## src/hw/rtl/apis_pkg.sv

```systemverilog
// Shared types and constants for the access point index search unit.
// No dependencies; imported by the search sequencer and the top level.
package apis_pkg;

   // Fixed field widths of the request and response items
   localparam int unsigned OFS_FIELD_W = 48;
   localparam int unsigned BITS_W      = 3;
   localparam int unsigned IDX_OUT_W   = 10;

   // Parameter defaults and register reset value
   localparam int unsigned MAX_POINTS_DEFAULT  = 1024;
   localparam int unsigned OFFSET_BITS_DEFAULT = 48;
   localparam logic [OFS_FIELD_W-1:0] SPAN_RESET = 48'd1048576;

   // Request kinds
   localparam logic REQ_EVENT  = 1'b0;
   localparam logic REQ_LOOKUP = 1'b1;

   typedef struct packed {
      logic                   req_type;
      logic [OFS_FIELD_W-1:0] in_offset;
      logic [OFS_FIELD_W-1:0] out_offset;
      logic [BITS_W-1:0]      pending_bits;
      logic                   final_block;
      logic [OFS_FIELD_W-1:0] lookup_offset;
   } apis_req_type;

   typedef struct packed {
      logic                   point_added;
      logic                   table_full;
      logic                   found;
      logic [IDX_OUT_W-1:0]   point_index;
      logic [OFS_FIELD_W-1:0] point_out;
      logic [OFS_FIELD_W-1:0] point_in;
      logic [BITS_W-1:0]      point_bits;
   } apis_rsp_type;

   // Status from the search sequencer to the top level
   typedef struct packed {
      logic done;
      logic found;
   } apis_srch_stat_type;

endpackage

```

## src/hw/rtl/apis_search.sv

```systemverilog
// Upper-bound binary search sequencer with one shared offset comparator.
// Depends on apis_pkg; drives the table read port and reports to the top level.
module apis_search #(
   parameter int unsigned MAX_POINTS = 1024,
   parameter int unsigned OFS_W      = 48
) (
   input  logic                                   clock,
   input  logic                                   reset,
   input  logic                                   start,
   input  logic [OFS_W-1:0]                       query,
   input  logic [$clog2(MAX_POINTS+1)-1:0]        count,
   output logic [$clog2(MAX_POINTS)-1:0]          rd_addr,
   input  logic [2*OFS_W+apis_pkg::BITS_W-1:0]    rd_data,
   output apis_pkg::apis_srch_stat_type           stat,
   output logic [$clog2(MAX_POINTS)-1:0]          hit_index,
   output logic [2*OFS_W+apis_pkg::BITS_W-1:0]    hit_entry
);
   import apis_pkg::*;

   localparam int unsigned CW = $clog2(MAX_POINTS + 1);
   localparam int unsigned IW = $clog2(MAX_POINTS);
   localparam int unsigned EW = 2 * OFS_W + BITS_W;

   typedef enum logic [1:0] {
      S_IDLE  = 2'b01,
      S_PROBE = 2'b10
   } srch_state_type;

   srch_state_type state_ff, state_in;
   logic [CW-1:0]    first_ff, len_ff, first_in, len_in, half, mid_sum;
   logic [IW-1:0]    mid_ff;
   logic [OFS_W-1:0] query_ff;
   logic             done_ff, done_in, found_ff, found_in;
   logic [IW-1:0]    hit_index_ff;
   logic [EW-1:0]    hit_entry_ff;
   logic             less;

   // Shared comparator: query against the probed point's uncompressed offset
   always_comb begin
      half = len_ff >> 1;
      less = query_ff < rd_data[EW-1 -: OFS_W];
      if (less) begin
         first_in = first_ff;
         len_in   = half;
      end else begin
         first_in = CW'(mid_ff) + CW'(1);
         len_in   = len_ff - half - CW'(1);
      end
      mid_sum = first_in + (len_in >> 1);
   end

   // Next probe address: middle of the stored points on start, else of what remains
   always_comb begin
      if (state_ff == S_IDLE) begin
         rd_addr = IW'(count >> 1);
      end else begin
         rd_addr = mid_sum[IW-1:0];
      end
   end

   // Sequence the probes
   always_comb begin
      state_in = state_ff;
      done_in  = 1'b0;
      found_in = found_ff;
      case (state_ff)
         S_IDLE: begin
            if (start) begin
               found_in = 1'b0;
               if (count == '0) begin
                  done_in = 1'b1;
               end else begin
                  state_in = S_PROBE;
               end
            end
         end
         S_PROBE: begin
            if (!less) begin
               found_in = 1'b1;
            end
            if (len_in == '0) begin
               done_in  = 1'b1;
               state_in = S_IDLE;
            end
         end
         default: begin
            state_in = S_IDLE;
         end
      endcase
   end

   always_ff @(posedge clock) begin
      if (reset) begin
         state_ff <= S_IDLE;
         done_ff  <= 1'b0;
         found_ff <= 1'b0;
      end else begin
         state_ff <= state_in;
         done_ff  <= done_in;
         found_ff <= found_in;
      end
   end

   // Hold search window, query and last hit
   always_ff @(posedge clock) begin
      if (state_ff == S_IDLE) begin
         query_ff <= query;
         first_ff <= '0;
         len_ff   <= count;
         mid_ff   <= rd_addr;
      end else begin
         first_ff <= first_in;
         len_ff   <= len_in;
         mid_ff   <= rd_addr;
         if (!less) begin
            hit_index_ff <= mid_ff;
            hit_entry_ff <= rd_data;
         end
      end
   end

   assign stat.done  = done_ff;
   assign stat.found = found_ff;
   assign hit_index  = hit_index_ff;
   assign hit_entry  = hit_entry_ff;

`ifndef SYNTH
   // A probe never reaches past the stored points
   assert property (@(posedge clock) disable iff (reset)
      (state_ff == S_PROBE) |-> (CW'(mid_ff) < count))
      else $error("probe address beyond point count");

   // Done is a single-cycle pulse
   assert property (@(posedge clock) disable iff (reset)
      done_ff |=> !done_ff)
      else $error("search done held for more than one cycle");

   // The window shrinks on every probe
   assert property (@(posedge clock) disable iff (reset)
      (state_ff == S_PROBE) && (state_in == S_PROBE) |=> (len_ff < $past(len_ff)))
      else $error("search window did not shrink");
`endif

endmodule

```

## config.mk

```make
export PLATFORM = sky130hd
export DESIGN_NAME = apis_search
export DESIGN_NICKNAME = d
export VERILOG_FILES = /design/src/hw/rtl/apis_pkg.sv /design/src/hw/rtl/apis_search.sv
export SDC_FILE = /design/constraint.sdc
export NUM_CORES = 1
export LEC_CHECK = 0
export BUFFER_PORTS_ARGS = -buffer_cell sky130_fd_sc_hd__clkbuf_2
export CAP_MARGIN = 20
export CORE_MARGIN = 3
export CORE_UTILIZATION = 35
export DETAILED_ROUTE_END_ITERATION = 7
export HOLD_SLACK_MARGIN = 0.05
export PLACE_DENSITY = 0.55
export SYNTH_ARGS = -nofsm -noshare
export SYNTH_HDL_FRONTEND = slang
export SYNTH_SLANG_ARGS = --single-unit
```

## constraint.sdc

```tcl
create_clock -name clock -period 20.8 [get_ports clock]
set_input_delay 3.12 -clock clock [delete_from_list [all_inputs] [get_ports clock]]
set_output_delay 3.12 -clock clock [all_outputs]
set_load 0.1 [all_outputs]
```

Word level (Yosys, flattened, before mapping)
Cells that the tools add are included.
{"block": "op_classes", "addsub": 4, "order_cmp": 1, "n_eq_ne": 6, "n_mux": 15, "n_bitwise": 2, "n_reduce_logical": 6}
{"operator": "less-than comparator 48 bit", "n": 1}
{"operator": "2-to-1 mux 11 bit", "n": 3}
{"operator": "zero test 11 bit", "n": 2}
{"operator": "adder 10 x 1 -> 11 bit (second input constant)", "n": 1}
{"operator": "subtractor 11 x 1 -> 11 bit (second input constant)", "n": 1}
{"operator": "subtractor 11 x 10 -> 11 bit", "n": 1}
{"operator": "adder 10 bit", "n": 1}
{"operator": "2-to-1 mux 10 bit", "n": 1}
{"operator": "inequality test 2 bit (second input constant)", "n": 4}
{"operator": "2-to-1 mux 2 bit", "n": 3}
{"operator": "AND reduction 3 bit", "n": 2}
{"operator": "2-to-1 mux 1 bit", "n": 5}
{"operator": "one-hot mux 1 bit (2 select lines)", "n": 2}
{"operator": "one-hot mux 2 bit (2 select lines)", "n": 1}
{"operator": "equality test 2 x 1 -> 1 bit (second input constant)", "n": 1}
{"operator": "equality test 2 bit (second input constant)", "n": 1}
{"operator": "inverter 1 bit", "n": 2}
{"operator": "AND reduction 2 bit", "n": 1}
{"operator": "nonzero test 2 bit", "n": 1}
{"block": "word_totals", "reg_bits": 193, "in_bits": 161}

Depth between registers and ports, before layout
{"block": "logic_depth", "ltp_word": 6, "mapped_depth": 22, "mapped_depth_nobuf": 20}

Worst setup path before layout
No wires, ideal clock.
{"block": "synth_path", "path_type": "input-to-output", "startpoint": "input rd_data[94] (netlist bit)", "endpoint": "output rd_addr[8]", "arrival_time_ns": 8.835, "t_required_ns": 17.680, "setup_slack_ns": 8.845, "cell_stages": 22, "cell_sequence": "inv_1 ha_1 a21oi_1 o21ai_0 a211oi_1 nand3_1 o21ai_1 nand2_2 buf_6 buf_2 nor2_1 a21oi_1 ha_1 fa_1 a21o_1 a21oi_1 o21bai_1 a21oi_1 o21bai_1 a21oi_1 xor2_1 o21ai_0"}
{"block": "synth_via", "elab_chain_cells": 4, "word_cells_on_any_way": 5, "cone_classes": "1 x add/sub; 1 x order compare; 3 x mux"}
{"item": "from (decl)", "line_no": "apis_search.sv:13", "source": "input logic [2*OFS_W+apis_pkg::BITS_W-1:0] rd_data,"}
{"item": "less-than comparator 48 bit", "line_no": "apis_search.sv:41", "source": "less = query_ff < rd_data[EW-1 -: OFS_W];"}
{"item": "2-to-1 mux 11 bit", "line_no": "apis_search.sv:42", "source": "if (less) begin"}
{"item": "via first_in[0]", "line_no": "apis_search.sv:30", "source": "logic [CW-1:0] first_ff, len_ff, first_in, len_in, half, mid_sum;"}
{"item": "adder 10 bit", "line_no": "apis_search.sv:49", "source": "mid_sum = first_in + (len_in >> 1);"}
{"item": "2-to-1 mux 10 bit", "line_no": "apis_search.sv:54", "source": "if (state_ff == S_IDLE) begin"}
{"item": "to (decl)", "line_no": "apis_search.sv:12", "source": "output logic [$clog2(MAX_POINTS)-1:0] rd_addr,"}
The timed path passes the listed nets, and every way through them passes these cells.

Worst setup path in the final report
Ends and elaborated chain as after synthesis.

==> results.env <==
DETAILEDROUTE.FIRSTPASSITERATIONCOUNT=4
CTS-RESIZED-GATES=0
POST_SYNTH_INST_COUNT=611
MAPPEDNETLISTAREA_UM2=8410
NUMBER_OF_BUFFERS_ADDED_TO_FIX_HOLD_VIOLATIONS_AFTER_CTS=0
POSTSYNTHREGISTERBITS=192
CP_DATA_ARRIVAL_TIME_NS=8.38
I_O_PIN_TOTAL=282
RUN_STATUS='complete, no violations'
DIE_H_UM=161
SYNTH_TOP_CELL_AREA_SHARE_PCT=56.0
FINAL.SETUP_SKEW_NS=0.0144
CRIT_PATH_END_KIND='primary output'
CP_SLOWEST_CELL='sky130_fd_sc_hd__o21ai_1'
COUNT_OF_FLIP_FLOPS_WITH_A_BUILT_IN_ENABLE_AFTER_SYNTHESIS=157
WORST_R2R_STARTPOINT='query_ff[43]$_DFFE_PP_'
CTS.ROOT.BUFFER_CELL='sky130_fd_sc_hd__clkbuf_16'
SYNTH.AVG_CELL_AREA_UM2=13.8
DIEWIDTH_UM=161
TIMING_WORST_SLEW_PIN_VALUE_NS=1.06
DIE_AREA_UM2=25900
PLACE.GP.CONGESTION=0.805
SETUP_TNS_NS=0
DRT_FIRST_ITER_VIOLATIONS=248
ASYNC_FLOP_SHARE_PCT=0
WORST_SKEW_PAIR.LATE_LATENCY_NS=0.43
WORST-SETUP-PATH-TYPE='input port to primary output'
CTS_POST_SETUP_BUFFERS_INSERTED=0
ROUTED-VIA-COUNT=5710
SLOWEST_DELAY_NS=0.71
SYNTH.NET_COUNT=843
DRIVE_GT1_SHARE_PCT=36.5
GRT_MAX_DEGREE=83
DESIGN.FINAL.NETS=1134
VIA_COUNT_OF_THE_FIRST_GLOBAL_ROUTING_PASS=5706
RELATIVE_SLEW_SLACK_PCT=29.4
NUM-FILL-CELLS=2206
SYNTHDOMINANTAREACELLTYPE='sky130_fd_sc_hd__edfxtp_1'
WORST_PATH_MOST_REPEATED_CELL='sky130_fd_sc_hd__a21oi_1'
SYNTHDISTINCTLIBCELLS=66
CRIT_PATH_START='rd_data[94]'
HOLDCRITSTARTPOINT='mid_ff[9]$_DFF_P_'
POST-ROUTE-MIN-PERIOD_NS=11.50
FINISH.INSTANCE_AREA_UM2=10800
TIMING.HOLD.WORST.CLASS='register to register'
FINAL.SETUP.WORST_SLACK_NS=9.30
PRECTSSETUPSLACK_NS=9.18
GRT_OVERFLOW=0
WORST-PATH-MAX-FANOUT=20
ANTENNA_VIOLATIONS_BEFORE_REPAIR=4
PORT-BUFFER-COUNT=281
HOLD_VIOL_FINAL=0
GLOBAL_ROUTE.USAGE.TOTAL_PCT=16.0
POST_DETAILED_ROUTE_VIA_TO_CELL_RATIO=4.62
LAYOUT.AREA.SEQ_UM2=5420
YOSYSWARNINGS=0
LAYOUT_WORST_PATH_CYCLE_SHARE_PCT=55.3
RSZ_0062_RAISED_AFTER_GLOBAL_ROUTING='false'
DRC=0
LAYOUT-AREA-OVERHEAD-VS-SYNTH_PCT=28.0
DRT.ANTENNA.VIOLATING_NETS=0
DP.FINAL_HPWL_UM=16500
H-TREE-DEPTH=4
MAX_CLOCK_FREQ_MHz=87.0
WL_PER_CELL_UM=16.9
DPL-INSTANCE-AREA_UM2=10200
CLK_PIN_SLEW_WORST_PATHS_NS=0.07
CP_TOP_FAMILY='compound AO/OA/AOI/OAI gates'
START_KIND='input port'
TRITONCTS='yes'
AREA_OF_COMBINATIONAL_CELLS_WITH_MULTIPLE_INPUTS_UM2=2700
CTS.SINK_COUNT=192
MAX-CLOCK-PATH-BUFFERS=2
MAX-CAP-VIOLATIONS=0
SYNTH_AREA_LEADERS='sky130_fd_sc_hd__edfxtp_1 (56%), sky130_fd_sc_hd__ha_1 (10%), sky130_fd_sc_hd__dfxtp_1 (8.3%), sky130_fd_sc_hd__inv_1 (3.0%), sky130_fd_sc_hd__a21oi_1 (2.2%)'
FIRST_PASS_GRT_WIRE_LENGTH_UM=31600
FINAL_MAX_SLEW_VIOL_COUNT=0
FINALWIRELENGTH_UM=20900
FIN_UTIL_PCT=45.8
PLACEMENTROWS=56
SYNTH_FF_TYPE='sky130_fd_sc_hd__edfxtp_1'
SYNTH_SEQUENTIAL_AREA_RATIO_PCT=64.4
CP.REQUIRED_NS=17.68
CELL_BY_CELL_LISTING_OF_THE_CRITICAL_PATH='clkbuf_2, inv_1, ha_1, a21oi_1, o21ai_0, a211oi_1, nand3_1, o21ai_1, nand2_2, nor2_1, a21oi_1, ha_1, fa_1, a21o_1, a21oi_1, o21bai_1, a21oi_1, o21bai_1, a21oi_1, xor2_1, o21ai_0, clkbuf_2'
CRITPATHBUFINV=3
COREAREA_UM2=23500
SETUP_VIOL=0
CTS-BUFFERS-INSERTED=17
STARTING_DENSITY_PCT=35.7
[state kept, by name (all words and copies together) (netlist names)]
register / cells
hit_entry: 99
query_ff: 48
len_ff: 11
first_ff: 10
hit_index: 10
mid_ff: 10
state_ff: 2
done_ff: 1
found_ff: 1
[stage by stage]
stage | cells | hold slack [ns]
after global placement | 1202 | 0.435
final | 1237 | 0.459
after detailed placement | 1202 | 0.444
after global routing | 1237 | 0.473
after CTS | 1234 | 0.462
after floorplan | 611 | 0.428
[cells in the mapped netlist, drive strengths merged, types with 2 or more instances]
master,number
o211ai,3
o31ai,2
a21o,4
a21oi,38
o21bai,3
nor2b,3
a21bo,3
nand2,30
nand4,9
mux2,16
inv,67
and2,10
fa,2
edfxtp,157
or2,3
a211oi,5
nor3,7
clkbuf,5
o21a,4
nor4,8
dfxtp,35
o21ai,22
or3,3
or4b,2
clkinv,2
mux2i,4
nor2,25
buf,5
xnor2,18
nand3,16
nand2b,2
nand3b,2
ha,69
xor2,5
and3,3
[cells in the final DEF, fill, tap and decap left out, drive strengths merged, types with 3 or more instances in the layout]
cell	n
or3	3
inv	74
nor3	7
a21o	4
xor2	5
mux2i	4
or2	3
diode	3
mux2	16
nand4	9
nor2	25
edfxtp	157
nor4	8
nor2b	3
nand3	16
ha	69
a21oi	38
a21bo	3
xnor2	18
nand2	30
and3	3
dfxtp	35
clkbuf	299
o21bai	3
o211ai	3
o21a	4
a211oi	5
o21ai	22
and2	10
clkinv	8
[cell type report]
cell class / count / share of cell area, %
clock buffer: 18 / 3.98
clock inverter: 14 / 1.34
inverter: 69 / 2.40
antenna: 3 / 0.0697
sequential: 192 / 50.3
tap: 319 / 3.71
timing repair buffer: 282 / 13.1
multi-input combinational: 340 / 25.1
[metal layers]
metal	GRT usage, %	wire, um
met2	29.4	11100
met3	3.92	1330
met4	5.51	410
met5	0	13
met1	18.2	8140
[cells by family after synthesis]
| group | synth area share (%) |
|---|---|
| compound gates | 8.21 |
| buf+inv | 3.73 |
| xor+xnor | 2.39 |
| flops | 64.4 |
| fa+ha+maj | 10.7 |
| simple gates | 7.76 |
| mux | 2.80 |
[final timing paths]
path                                 end  slack [ns]  depth (start not counted)
setup reg to reg       mid_ff[8]$_DFF_P_       15.68                         19
setup / recovery              rd_addr[8]        9.30                         22
hold / removal    hit_index[9]$_DFFE_PP_        0.46                          0
hold reg to reg   hit_index[9]$_DFFE_PP_        0.46                          0
Power is left out: the tool's default activity adds up to more than one toggle a clock period on the data nets, which glitch-free logic cannot reach.
